**src/rtl/first_fit_heap_allocator_defines.svh**
```systemverilog
// Assertion macros for the first-fit heap allocator.
// Included by first_fit_heap_allocator, which carries concurrent assertions; no dependencies.
`ifndef FIRST_FIT_HEAP_ALLOCATOR_DEFINES_SVH
`define FIRST_FIT_HEAP_ALLOCATOR_DEFINES_SVH
`ifndef NO_ASSERTIONS
// Checked property, disabled while reset is asserted.
`define FFHA_ASSERT(lbl, prop) \
    lbl: assert property (@(posedge clk) disable iff (!rst_n) prop) \
        else $error("ffha assertion failed");
// Checked property, evaluated during reset as well.
`define FFHA_ASSERT_ALWAYS(lbl, prop) \
    lbl: assert property (@(posedge clk) prop) else $error("ffha assertion failed");
`else
`define FFHA_ASSERT(lbl, prop)
`define FFHA_ASSERT_ALWAYS(lbl, prop)
`endif
`endif

```
**src/rtl/ffha_pkg.sv**
```systemverilog
// Shared types and codes of the first-fit heap allocator.
// No dependencies; used by ffha_table and first_fit_heap_allocator.
`default_nettype none
package ffha_pkg;

    localparam int SIZE_W = 20;
    localparam int OFF_W  = 21;
    localparam int CNT_W  = 7;

    localparam logic MODE_ALLOC = 1'b0;
    localparam logic MODE_FREE  = 1'b1;

    localparam logic [1:0] ST_OK      = 2'd0;
    localparam logic [1:0] ST_OOM     = 2'd1;
    localparam logic [1:0] ST_ZERO    = 2'd2;
    localparam logic [1:0] ST_BADFREE = 2'd3;

    // One table entry: used mark and payload size.
    typedef struct packed {
        logic              used;
        logic [SIZE_W-1:0] size;
    } entry_t;

    // Write request into the block table.
    typedef struct packed {
        logic             en;
        logic [CNT_W-1:0] idx;
        entry_t           data;
    } tbl_wr_t;

    typedef struct packed {
        logic              mode;
        logic [SIZE_W-1:0] request_size;
        logic [OFF_W-1:0]  free_offset;
    } in_word_t;

    typedef struct packed {
        logic [OFF_W-1:0] payload_offset;
        logic [1:0]       status;
        logic [CNT_W-1:0] block_count;
    } out_word_t;

endpackage
`default_nettype wire

```
**src/rtl/ffha_table.sv**
```systemverilog
// Block table memory: one write port, one registered read port.
// Depends on ffha_pkg. Entry zero reads as the whole heap until first written.
`default_nettype none
module ffha_table
    import ffha_pkg::*;
#(
    parameter int MAX_BLOCKS = 64,
    parameter int HEAP_BYTES = 1048576,
    parameter int HDR_BYTES  = 32
)
(
    input  wire logic             clk,
    input  wire logic             rst_n,
    input  wire tbl_wr_t          wr,
    input  wire logic [CNT_W-1:0] rd_idx,
    output entry_t                rd_data
);

    localparam int AW = (MAX_BLOCKS > 1) ? $clog2(MAX_BLOCKS) : 1;
    localparam logic [SIZE_W-1:0] FIRST_SIZE = SIZE_W'(HEAP_BYTES - HDR_BYTES);

    entry_t mem [MAX_BLOCKS];
    entry_t rd_reg;
    logic   init0_reg;
    logic   dflt_reg;

    // Memory array with read-before-write behavior.
    always_ff @(posedge clk)
    begin
        if (wr.en)
        begin
            mem[wr.idx[AW-1:0]] <= wr.data;
        end
        rd_reg <= mem[rd_idx[AW-1:0]];
    end

    // Track whether entry zero still holds its reset contents.
    always_ff @(posedge clk or negedge rst_n)
    begin
        if (!rst_n)
        begin
            init0_reg <= 1'b0;
            dflt_reg  <= 1'b0;
        end
        else
        begin
            dflt_reg <= (rd_idx == '0) && !init0_reg;
            if (wr.en && (wr.idx == '0))
            begin
                init0_reg <= 1'b1;
            end
        end
    end

    assign rd_data = dflt_reg ? '{used: 1'b0, size: FIRST_SIZE} : rd_reg;

endmodule
`default_nettype wire

```
**src/rtl/first_fit_heap_allocator.sv**
```systemverilog
// First-fit heap allocator: an address-ordered block table in a memory.
// Channel req takes an allocate or free word and channel rsp returns one
// result word per request: payload offset, status and block count.
// Both channels use valid/stall; a word moves when valid is high and stall
// is low. The block handles one request at a time: req_stall is high from
// the accept until the result has been loaded into the output register.
// The table is walked one entry a cycle through the memory read port, then a
// split shifts later entries up or a merge shifts them down, one entry a
// cycle on the single write port. A zero-size allocate skips the walk and
// goes straight to the result; a scan stops where the moves begin.
// The output register holds its word while rsp_stall is high; a new request
// is accepted meanwhile, but its result waits for the register to empty.
// After reset the table holds one free block covering the whole heap; no
// clearing pass is needed.
// Depends on ffha_pkg, ffha_table and first_fit_heap_allocator_defines.svh.
`default_nettype none
`include "first_fit_heap_allocator_defines.svh"
module first_fit_heap_allocator
    import ffha_pkg::*;
#(
    parameter int HEAP_BYTES = 1048576,
    parameter int HDR_BYTES  = 32,
    parameter int MAX_BLOCKS = 64
)
(
    input  wire logic      clk,
    input  wire logic      rst_n,
    input  wire logic      req_valid,
    output logic           req_stall,
    input  wire in_word_t  req_word,
    output logic           rsp_valid,
    input  wire logic      rsp_stall,
    output out_word_t      rsp_word
);

    localparam int HW = 22;
    localparam logic [HW-1:0]    HDR_X = HW'(HDR_BYTES);
    localparam logic [CNT_W-1:0] MAX_C = CNT_W'(MAX_BLOCKS);

    localparam logic [2:0] S_IDLE = 3'd0;
    localparam logic [2:0] S_SCAN = 3'd1;
    localparam logic [2:0] S_NEXT = 3'd2;
    localparam logic [2:0] S_SHUP = 3'd3;
    localparam logic [2:0] S_SHDN = 3'd4;
    localparam logic [2:0] S_DONE = 3'd5;

    logic [2:0]        state_reg, state_next;
    logic [CNT_W-1:0]  count_reg, count_next;
    logic              rdv_reg, rdv_next;
    logic              out_valid_reg, out_valid_next;
    out_word_t         out_word_reg, out_word_next;

    logic              mode_reg, mode_next;
    logic [SIZE_W-1:0] req_reg, req_next;
    logic [OFF_W-1:0]  off_reg, off_next;
    logic [CNT_W-1:0]  i_reg, i_next;
    logic [HW-1:0]     hdr_reg, hdr_next;
    entry_t            prev_reg, prev_next;
    logic              pfree_reg, pfree_next;
    logic [SIZE_W-1:0] cur_reg, cur_next;
    logic [CNT_W-1:0]  idx_reg, idx_next;
    logic [CNT_W-1:0]  sp_reg, sp_next;
    logic [CNT_W-1:0]  wp_reg, wp_next;
    logic [1:0]        k_reg, k_next;
    logic [SIZE_W-1:0] ins_reg, ins_next;
    logic [OFF_W-1:0]  res_off_reg, res_off_next;
    logic [1:0]        res_st_reg, res_st_next;

    tbl_wr_t           wr;
    logic [CNT_W-1:0]  rd_idx;
    entry_t            rd;

    logic [HW-1:0]     hdr_pay;
    logic [HW-1:0]     need;
    logic [HW-1:0]     merged;
    logic              nfree;

    ffha_table #(
        .MAX_BLOCKS (MAX_BLOCKS),
        .HEAP_BYTES (HEAP_BYTES),
        .HDR_BYTES  (HDR_BYTES)
    ) u_table (
        .clk     (clk),
        .rst_n   (rst_n),
        .wr      (wr),
        .rd_idx  (rd_idx),
        .rd_data (rd)
    );

    assign hdr_pay = hdr_reg + HDR_X;
    assign need    = {2'b00, req_reg} + HDR_X;
    assign nfree   = ((idx_reg + 7'd1) < count_reg) && !rd.used;

    // Sequencer: scan, neighbor check, and shift sweeps over the table.
    always_comb
    begin
        state_next     = state_reg;
        count_next     = count_reg;
        rdv_next       = rdv_reg;
        out_valid_next = out_valid_reg;
        out_word_next  = out_word_reg;
        mode_next      = mode_reg;
        req_next       = req_reg;
        off_next       = off_reg;
        i_next         = i_reg;
        hdr_next       = hdr_reg;
        prev_next      = prev_reg;
        pfree_next     = pfree_reg;
        cur_next       = cur_reg;
        idx_next       = idx_reg;
        sp_next        = sp_reg;
        wp_next        = wp_reg;
        k_next         = k_reg;
        ins_next       = ins_reg;
        res_off_next   = res_off_reg;
        res_st_next    = res_st_reg;
        wr             = '0;
        rd_idx         = '0;
        merged         = '0;

        if (out_valid_reg && !rsp_stall)
        begin
            out_valid_next = 1'b0;
        end

        unique case (state_reg)
            S_IDLE:
            begin
                if (req_valid)
                begin
                    mode_next    = req_word.mode;
                    req_next     = req_word.request_size;
                    off_next     = req_word.free_offset;
                    i_next       = '0;
                    hdr_next     = '0;
                    res_off_next = '0;
                    if ((req_word.mode == MODE_ALLOC) && (req_word.request_size == '0))
                    begin
                        res_st_next = ST_ZERO;
                        state_next  = S_DONE;
                    end
                    else
                    begin
                        state_next = S_SCAN;
                    end
                end
            end
            S_SCAN:
            begin
                // Entry i is on the read port; prefetch entry i+1.
                rd_idx = i_reg + 7'd1;
                if (i_reg >= count_reg)
                begin
                    res_st_next = (mode_reg == MODE_ALLOC) ? ST_OOM : ST_BADFREE;
                    state_next  = S_DONE;
                end
                else if (mode_reg == MODE_ALLOC)
                begin
                    if (!rd.used && ((rd.size == req_reg) || ({2'b00, rd.size} >= need)))
                    begin
                        wr.en        = 1'b1;
                        wr.idx       = i_reg;
                        wr.data.used = 1'b1;
                        res_off_next = hdr_pay[OFF_W-1:0];
                        res_st_next  = ST_OK;
                        if (({2'b00, rd.size} > need) && (count_reg < MAX_C))
                        begin
                            wr.data.size = req_reg;
                            ins_next     = SIZE_W'({2'b00, rd.size} - need);
                            idx_next     = i_reg;
                            sp_next      = count_reg - 7'd1;
                            rdv_next     = 1'b0;
                            state_next   = S_SHUP;
                        end
                        else
                        begin
                            wr.data.size = rd.size;
                            state_next   = S_DONE;
                        end
                    end
                    else
                    begin
                        hdr_next = hdr_pay + {2'b00, rd.size};
                        i_next   = i_reg + 7'd1;
                    end
                end
                else
                begin
                    if (hdr_pay == {1'b0, off_reg})
                    begin
                        if (rd.used)
                        begin
                            idx_next   = i_reg;
                            cur_next   = rd.size;
                            pfree_next = (i_reg != '0) && !prev_reg.used;
                            state_next = S_NEXT;
                        end
                        else
                        begin
                            res_st_next = ST_BADFREE;
                            state_next  = S_DONE;
                        end
                    end
                    else
                    begin
                        prev_next = rd;
                        hdr_next  = hdr_pay + {2'b00, rd.size};
                        i_next    = i_reg + 7'd1;
                    end
                end
            end
            S_NEXT:
            begin
                // Entry idx+1 is on the read port; merge with free neighbors.
                res_off_next = '0;
                res_st_next  = ST_OK;
                wr.en        = 1'b1;
                wr.data.used = 1'b0;
                rdv_next     = 1'b0;
                if (pfree_reg && nfree)
                begin
                    merged       = {2'b00, prev_reg.size} + {2'b00, cur_reg}
                                   + {2'b00, rd.size} + HDR_X + HDR_X;
                    wr.idx       = idx_reg - 7'd1;
                    wr.data.size = merged[SIZE_W-1:0];
                    k_next       = 2'd2;
                    sp_next      = idx_reg + 7'd2;
                    state_next   = S_SHDN;
                end
                else if (pfree_reg)
                begin
                    merged       = {2'b00, prev_reg.size} + {2'b00, cur_reg} + HDR_X;
                    wr.idx       = idx_reg - 7'd1;
                    wr.data.size = merged[SIZE_W-1:0];
                    k_next       = 2'd1;
                    sp_next      = idx_reg + 7'd1;
                    state_next   = S_SHDN;
                end
                else if (nfree)
                begin
                    merged       = {2'b00, cur_reg} + {2'b00, rd.size} + HDR_X;
                    wr.idx       = idx_reg;
                    wr.data.size = merged[SIZE_W-1:0];
                    k_next       = 2'd1;
                    sp_next      = idx_reg + 7'd2;
                    state_next   = S_SHDN;
                end
                else
                begin
                    wr.idx       = idx_reg;
                    wr.data.size = cur_reg;
                    state_next   = S_DONE;
                end
            end
            S_SHUP:
            begin
                // Move entries up by one, top first, then write the remainder.
                if (rdv_reg)
                begin
                    wr.en   = 1'b1;
                    wr.idx  = wp_reg + 7'd1;
                    wr.data = rd;
                end
                if (sp_reg > idx_reg)
                begin
                    rd_idx   = sp_reg;
                    wp_next  = sp_reg;
                    rdv_next = 1'b1;
                    sp_next  = sp_reg - 7'd1;
                end
                else
                begin
                    rdv_next = 1'b0;
                    if (!rdv_reg)
                    begin
                        wr.en        = 1'b1;
                        wr.idx       = idx_reg + 7'd1;
                        wr.data.used = 1'b0;
                        wr.data.size = ins_reg;
                        count_next   = count_reg + 7'd1;
                        state_next   = S_DONE;
                    end
                end
            end
            S_SHDN:
            begin
                // Move entries down by k, bottom first.
                if (rdv_reg)
                begin
                    wr.en   = 1'b1;
                    wr.idx  = wp_reg - {5'd0, k_reg};
                    wr.data = rd;
                end
                if (sp_reg < count_reg)
                begin
                    rd_idx   = sp_reg;
                    wp_next  = sp_reg;
                    rdv_next = 1'b1;
                    sp_next  = sp_reg + 7'd1;
                end
                else
                begin
                    rdv_next = 1'b0;
                    if (!rdv_reg)
                    begin
                        count_next = count_reg - {5'd0, k_reg};
                        state_next = S_DONE;
                    end
                end
            end
            S_DONE:
            begin
                if (!out_valid_reg || !rsp_stall)
                begin
                    out_valid_next               = 1'b1;
                    out_word_next.payload_offset = res_off_reg;
                    out_word_next.status         = res_st_reg;
                    out_word_next.block_count    = count_reg;
                    state_next                   = S_IDLE;
                end
            end
            default:
            begin
                state_next = S_IDLE;
            end
        endcase
    end

    // Control state.
    always_ff @(posedge clk or negedge rst_n)
    begin
        if (!rst_n)
        begin
            state_reg     <= S_IDLE;
            count_reg     <= 7'd1;
            rdv_reg       <= 1'b0;
            out_valid_reg <= 1'b0;
        end
        else
        begin
            state_reg     <= state_next;
            count_reg     <= count_next;
            rdv_reg       <= rdv_next;
            out_valid_reg <= out_valid_next;
        end
    end

    // Working and payload registers.
    always_ff @(posedge clk)
    begin
        out_word_reg <= out_word_next;
        mode_reg     <= mode_next;
        req_reg      <= req_next;
        off_reg      <= off_next;
        i_reg        <= i_next;
        hdr_reg      <= hdr_next;
        prev_reg     <= prev_next;
        pfree_reg    <= pfree_next;
        cur_reg      <= cur_next;
        idx_reg      <= idx_next;
        sp_reg       <= sp_next;
        wp_reg       <= wp_next;
        k_reg        <= k_next;
        ins_reg      <= ins_next;
        res_off_reg  <= res_off_next;
        res_st_reg   <= res_st_next;
    end

    assign req_stall = (state_reg != S_IDLE);
    assign rsp_valid = out_valid_reg;
    assign rsp_word  = out_word_reg;

    // The block count stays between one and the table depth.
    `FFHA_ASSERT(a_count_range, (count_reg != '0) && (count_reg <= MAX_C))
    // An accepted word blocks the request channel on the next cycle.
    `FFHA_ASSERT(a_busy_after_accept, (req_valid && !req_stall) |=> req_stall)
    // Every failed request reports a zero offset.
    `FFHA_ASSERT(a_fail_zero_off,
        (rsp_valid && (rsp_word.status != ST_OK)) |-> (rsp_word.payload_offset == '0))
    // A split never grows the table past its depth.
    `FFHA_ASSERT(a_split_room, (state_reg == S_SHUP) |-> (count_reg < MAX_C))

endmodule
`default_nettype wire

```
**config.mk**
```make
export PLATFORM = sky130hd
export DESIGN_NAME = first_fit_heap_allocator
export DESIGN_NICKNAME = d
export VERILOG_FILES = /design/src/rtl/ffha_pkg.sv /design/src/rtl/ffha_table.sv /design/src/rtl/first_fit_heap_allocator.sv
export VERILOG_INCLUDE_DIRS = /design/src /design/src/rtl
export SDC_FILE = /design/constraint.sdc
export NUM_CORES = 2
export LEC_CHECK = 0
export BUFFER_PORTS_ARGS = -buffer_cell sky130_fd_sc_hd__buf_2
export CORE_ASPECT_RATIO = 0.5
export CORE_MARGIN = 5
export CORE_UTILIZATION = 45
export DETAILED_ROUTE_END_ITERATION = 8
export HOLD_SLACK_MARGIN = 0.06
export PLACE_DENSITY = 0.64
export SETUP_SLACK_MARGIN = 0.1
export SLEW_MARGIN = 25
export SYNTH_ARGS = -nofsm -noshare
export SYNTH_HDL_FRONTEND = slang
export SYNTH_SLANG_ARGS = --single-unit
```
**constraint.sdc**
```tcl
create_clock -name clk -period 7.8 [get_ports clk]
set_clock_uncertainty 0.2 [all_clocks]
set_input_delay 0.39 -clock clk [delete_from_list [all_inputs] [get_ports clk]]
set_output_delay 0.39 -clock clk [all_outputs]
set_load 0.01 [all_outputs]
```
Word level (Yosys, flattened, before mapping)
Memory sizes are Yosys's and may differ from the RTL's. A register that Yosys moved wholly into a read port is not among the register bits.
Index checks and enable logic that the tools add are counted.
- mux-type cells: 97
- equality and inequality tests: 28
- reduce and logical (&&, ||, !) cells: 44
- order comparisons: 7
- $add $sub $neg: 22
- shift-type cells: 0
- divide/modulo/power cells: 0
- $mul: 0
- bitwise logic cells: 4
- operator list (cell ; count):
    $mux 29 ; 7
    $mux 7 ; 29
    $pmux 29 s4 ; 1
    $mux 22 ; 5
    $mux 21 ; 5
    $add 20x6->20 const B ; 4
    $mux 20 ; 4
    $pmux 21 s3 ; 1
    $add 20x20->20 ; 3
    $pmux 22 s2 ; 1
    $pmux 7 s2 ; 3
    $mux 3 ; 12
    $add 7x1->7 const B ; 5
    $reduce_and 5->1 ; 6
    $pmux 7 s4 ; 1
    $ne 2x2->1 const B ; 13
    $add 22x20->22 ; 1
    $add 22x6->22 const B ; 1
    $eq 22x21->1 ; 1
    $add 20x6->21 const B ; 1
    $ge 20x21->1 ; 1
    $gt 20x21->1 ; 1
    $pmux 7 s3 ; 1
    $sub 7x1->7 const B ; 3
    35 further kinds ; 92
- register bits after elaboration: 223
- output and inout bits: 32
- latch bits: 0
- input port bits: 46
- logic and storage cells: 228
- memories kept: 1
- bits in writable memories: 1344
- memory bits (read-only): 0
- memory list (name ; words ; bits a word ; rd ports ; clocked after Yosys merged registers in ; write ports ; line ; source):
    u_table.mem ; 64 ; 21 ; 1 ; 1 ; 1 ; ffha_table.sv:22 ; entry_t mem [MAX_BLOCKS];

Longest topological paths before layout
- depth in word-level cells: 10
- mapped depth: 21
- depth with buffers taken out: 21

Modules after synthesis
From an unflattened synthesis, not the netlist that was laid out.
- cell total of the unflattened synthesis: 3982
- area total of the unflattened synthesis: 69092.5 um^2
- by module, submodules not included (module ; seq. area each (um^2) ; times used ; cells each ; area an instance (um^2)):
    ffha_table ; 40829.2 ; 1 ; 2321 ; 52140.0
    first_fit_heap_allocator ; 6577.6 ; 1 ; 1661 ; 16952.5

Least setup slack after synthesis
Ideal clock, no wire load.
- kind: register to register
- from: register cur_reg[4]
- to: memory u_table.mem[0][17] (netlist name) (data pin)
- stages on the path, launching flop included: 19
- arrival: 6516 ps
- setup slack: 364 ps
- buffers on the path: 0
- required time: 6880 ps
- setup time: 720 ps
- clock period less this slack: 7436 ps
- cells stage by stage: edfxtp_1 ha_1 o21a_1 o21a_1 o211a_1 or2_2 a21oi_1 xnor2_1 ha_1 ha_1 a21oi_1 nor3b_1 a221oi_1 o21a_1 o21ai_0 nor2b_1 xnor2_1 o21ai_0 o31ai_1
- RTL lines (what ; line ; source):
    start, declared ; first_fit_heap_allocator.sv:60 ; logic [SIZE_W-1:0] cur_reg, cur_next;
    start signal, assigned ; first_fit_heap_allocator.sv:359 ; cur_reg <= cur_next;
    end, declared ; ffha_table.sv:22 ;

==> impl_metrics.json <==
{
  "min_period_ns": 6.76,
  "endpoint": "u_table.mem[62][2]",
  "maxCapViolCount": 0,
  "netlist_area_um2": 70300,
  "p_total_mw": 36.1,
  "cp.arrival_ns": 6.99,
  "synth.distinct_cells": 98,
  "critPathRequiredTime_ns": 8.03,
  "firstDrtPassIters": 8,
  "drive_gt1_share_pct": 13.2,
  "wirelength_um": 211000,
  "htree_num_levels": 4,
  "multi_input_area_um2": 21800,
  "setup_slack_ns": 1.04,
  "die_area_um2": 165000,
  "area_growth_syn_to_layout_pct": 13.7,
  "timing.rr.end": "u_table.mem[62][2]",
  "fmax_mhz": 148,
  "largest_register_ffs": 1344,
  "critical_path_class": "reg -> reg",
  "rsz0062_at_grt": "no",
  "hpwlAfterDp_um": 133000,
  "worst_setup_path_start_kind": "flop",
  "cts_sinks": 1588,
  "overflow": 0,
  "synthCells": 5353,
  "first_global_vias": 46000,
  "synthFlopType": "edfxtp_1",
  "io_buffers": 77,
  "grt_pass1_wl_um": 307000,
  "cts_setup_buffers": 0,
  "hold_viol": 0,
  "ant_nets": 0,
  "dp_slack_ns": 1.25,
  "grt_max_degree": 81,
  "routabilityCongestion": 0.901,
  "synth_nets": 5591,
  "design.core.area_um2": 155000,
  "seq_area_frac_synth_pct": 67.4,
  "io_pins": 78,
  "slew_headroom_pct": 21.9,
  "crit_path_end_kind": "flop",
  "status": "finished, final reports clean",
  "clk_latency_ns": 0.79,
  "die_w_um": 569,
  "hold_path.class": "in -> reg",
  "synth-seq-cells": 1588,
  "seq_area_um2": 47400,
  "design_area_um2": 79900,
  "grtUsageTotal_pct": 25.1,
  "vias": 47900,
  "grt_antenna_before_repair": 10,
  "power_density_nw_per_um2": 452,
  "synth_edf_count": 1553,
  "cts_tree": "yes",
  "syn_area_per_cell_um2": 13.1,
  "slew_violations": 0,
  "ir_drop_v": 0.000328,
  "tightest_slew_ns": 1.17,
  "cp_max_fo": 37,
  "grt.met2_usage_pct": 38.4,
  "die_y_um": 290,
  "drt_iter0_markers": 6411,
  "nFillCells": 12900,
  "row_count": 102,
  "p_leak_nw": 27.9,
  "crit_start": "u_table.dflt_reg",
  "ys_async_sr_fraction_pct": 0.882,
  "ys_warn_count": 0,
  "cts_buffers": 147,
  "postPlaceCellArea_um2": 74500,
  "r2r_slack_ns": 1.04,
  "worstReg2RegStart": "u_table.dflt_reg",
  "cts-root-buf": "clkbuf_16",
  "start_util_pct": 45.3,
  "use_met1_pct": 36.1,
  "fin_nets": 5798,
  "via_per_inst": 6.17,
  "finalSetupViolations": 0,
  "yosysTopAreaCell": "edfxtp_1",
  "cts_buffer_depth": 3,
  "routedWlPerCell_um": 27.1,
  "finalCritPeriodShare_pct": 86.7,
  "busiest_layer": "met2",
  "grt_use_met3_pct": 5.60,
  "clk_transition_reported_paths_ns": 0.07,
  "worst-r2r-cell-count": 14,
  "synth.area.top_cells": "edfxtp_1 (66%), nand2_1 (5.5%), ha_1 (3.3%)",
  "drc": 0,
  "yosysTopAreaCellShare_pct": 66.3,
  "timing.setup.tns_ns": 0
}
cells in the final DEF (no fill, tap or decap), types with 22 or more instances in the layout:
| cell type | netlist | routed |
|---|---|---|
| ha_1 | 184 | 184 |
| and3_1 | 96 | 94 |
| nand2_1 | 1033 | 1027 |
| o21ai_0 | 91 | 81 |
| clkinv_2 | 0 | 30 |
| inv_1 | 97 | 97 |
| edfxtp_1 | 1553 | 1553 |
| xor2_1 | 66 | 66 |
| a21o_1 | 52 | 52 |
| buf_2 | 55 | 78 |
| o211ai_1 | 22 | 22 |
| dlygate4sd3_1 | 0 | 47 |
| nor4_1 | 78 | 70 |
| nand3_1 | 236 | 236 |
| a311oi_1 | 58 | 58 |
| mux4_2 | 45 | 45 |
| buf_12 | 0 | 23 |
| nor2b_1 | 25 | 24 |
| clkinv_1 | 1 | 39 |
| a31oi_1 | 113 | 113 |
| clkbuf_16 | 0 | 151 |
| a211oi_1 | 94 | 94 |
| a32oi_1 | 67 | 67 |
| buf_4 | 6 | 201 |
| or2_2 | 25 | 25 |
| mux2i_1 | 91 | 91 |
| a2111oi_0 | 37 | 33 |
| nand2b_1 | 24 | 23 |
| nor2_1 | 208 | 142 |
| a21oi_1 | 238 | 235 |
| and2_1 | 24 | 24 |
| nand4_1 | 29 | 29 |
| nor2_2 | 0 | 60 |
| nor3_1 | 58 | 53 |
| xnor2_1 | 116 | 116 |
worst max-delay path, stage by stage, from the launching register on:
cell	delay, ns
dfrtp_1	0.76
nor2b_1	0.70
inv_1	0.10
ha_1	0.32
nand4_1	0.18
nor4_1	0.58
o311ai_1	0.34
o41ai_1	0.17
o32ai_1	0.14
a21oi_2	0.50
and2_1	0.48
a21boi_0	0.26
or4_1	1.00
nor2_2	0.26
buf_4	0.39
stage by stage:
stage / util (%) / std cells / hold WS [ns]
floorplan: - / 5353 / -0.106
global placement: 48.0 / 7436 / 0.202
detailed placement: 48.1 / 7439 / 0.205
CTS: 51.5 / 7759 / 0.0720
global route: 51.5 / 7763 / 0.114
finish: 51.5 / 7766 / 0.126
worst min path at each step:
stage                         start            to  slack (ns)  depth (start not counted)
floorplan                     rst_n  count_reg[1]       -0.11                          0
global placement    res_off_reg[16]  rsp_word[25]        0.20                          0
detailed placement   res_off_reg[7]  rsp_word[16]        0.20                          0
CTS                    req_word[14]   off_reg[14]        0.07                          2
global route           req_word[16]   off_reg[16]        0.11                          2
finish                 req_word[16]   off_reg[16]        0.13                          2
per-layer routing:
layer / wire (µm) / share of wire [%]
met4: 6060 / 2.9
met3: 24000 / 11
met5: 28 / 0.013
met1: 87600 / 42
met2: 93000 / 44
power breakdown:
part / switching, mW / total [mW] / internal, mW
Combinational: 11.7 / 17.7 / 5.93
Clock: 3.26 / 7.20 / 3.95
Sequential: 0.546 / 11.2 / 10.7
synth_stat cells (47+ instances only):
| library cell | count |
|---|---|
| inv_1 | 97 |
| nor3_1 | 58 |
| a21oi_1 | 238 |
| mux2i_1 | 91 |
| a32oi_1 | 67 |
| ha_1 | 184 |
| o21ai_0 | 91 |
| and3_1 | 96 |
| nand3_1 | 236 |
| buf_1 | 47 |
| xnor2_1 | 116 |
| nor4_1 | 78 |
| a311oi_1 | 58 |
| edfxtp_1 | 1553 |
| buf_2 | 55 |
| a211oi_1 | 94 |
| xor2_1 | 66 |
| a21o_1 | 52 |
| a31oi_1 | 113 |
| nand2_1 | 1033 |
| nor2_1 | 208 |
| clkbuf_1 | 177 |
timing repair:
| action | in CTS | in global routing |
|---|---|---|
| hold buffers | 48 | 0 |
| resized for setup | 0 | 0 |
| hold endpoints to repair | 91 | 0 |
cells by family (layout without fill, tap and decap cells):
group	after synthesis	after routing	share of synthesized area, %
mux	153	153	3.01
fa+ha+maj	192	192	3.50
buf+inv	397	727	2.37
simple gates	1887	1887	12.0
compound gates	952	952	9.37
flops	1588	1588	67.4
xor+xnor	184	184	2.32
other cells	0	3	0
layout make-up:
cell class | instances | share of cell area [%]
Inverter | 101 | 0.474
Timing Repair Buffer | 354 | 3.71
Clock buffer | 179 | 4.95
Tap cell | 2080 | 3.26
Multi-Input combinational cell | 3368 | 27.3
Clock inverter | 93 | 1.03
Antenna cell | 3 | 0.00939
Sequential cell | 1588 | 59.3
No activity file was read; power rests on OpenSTA's default activity.
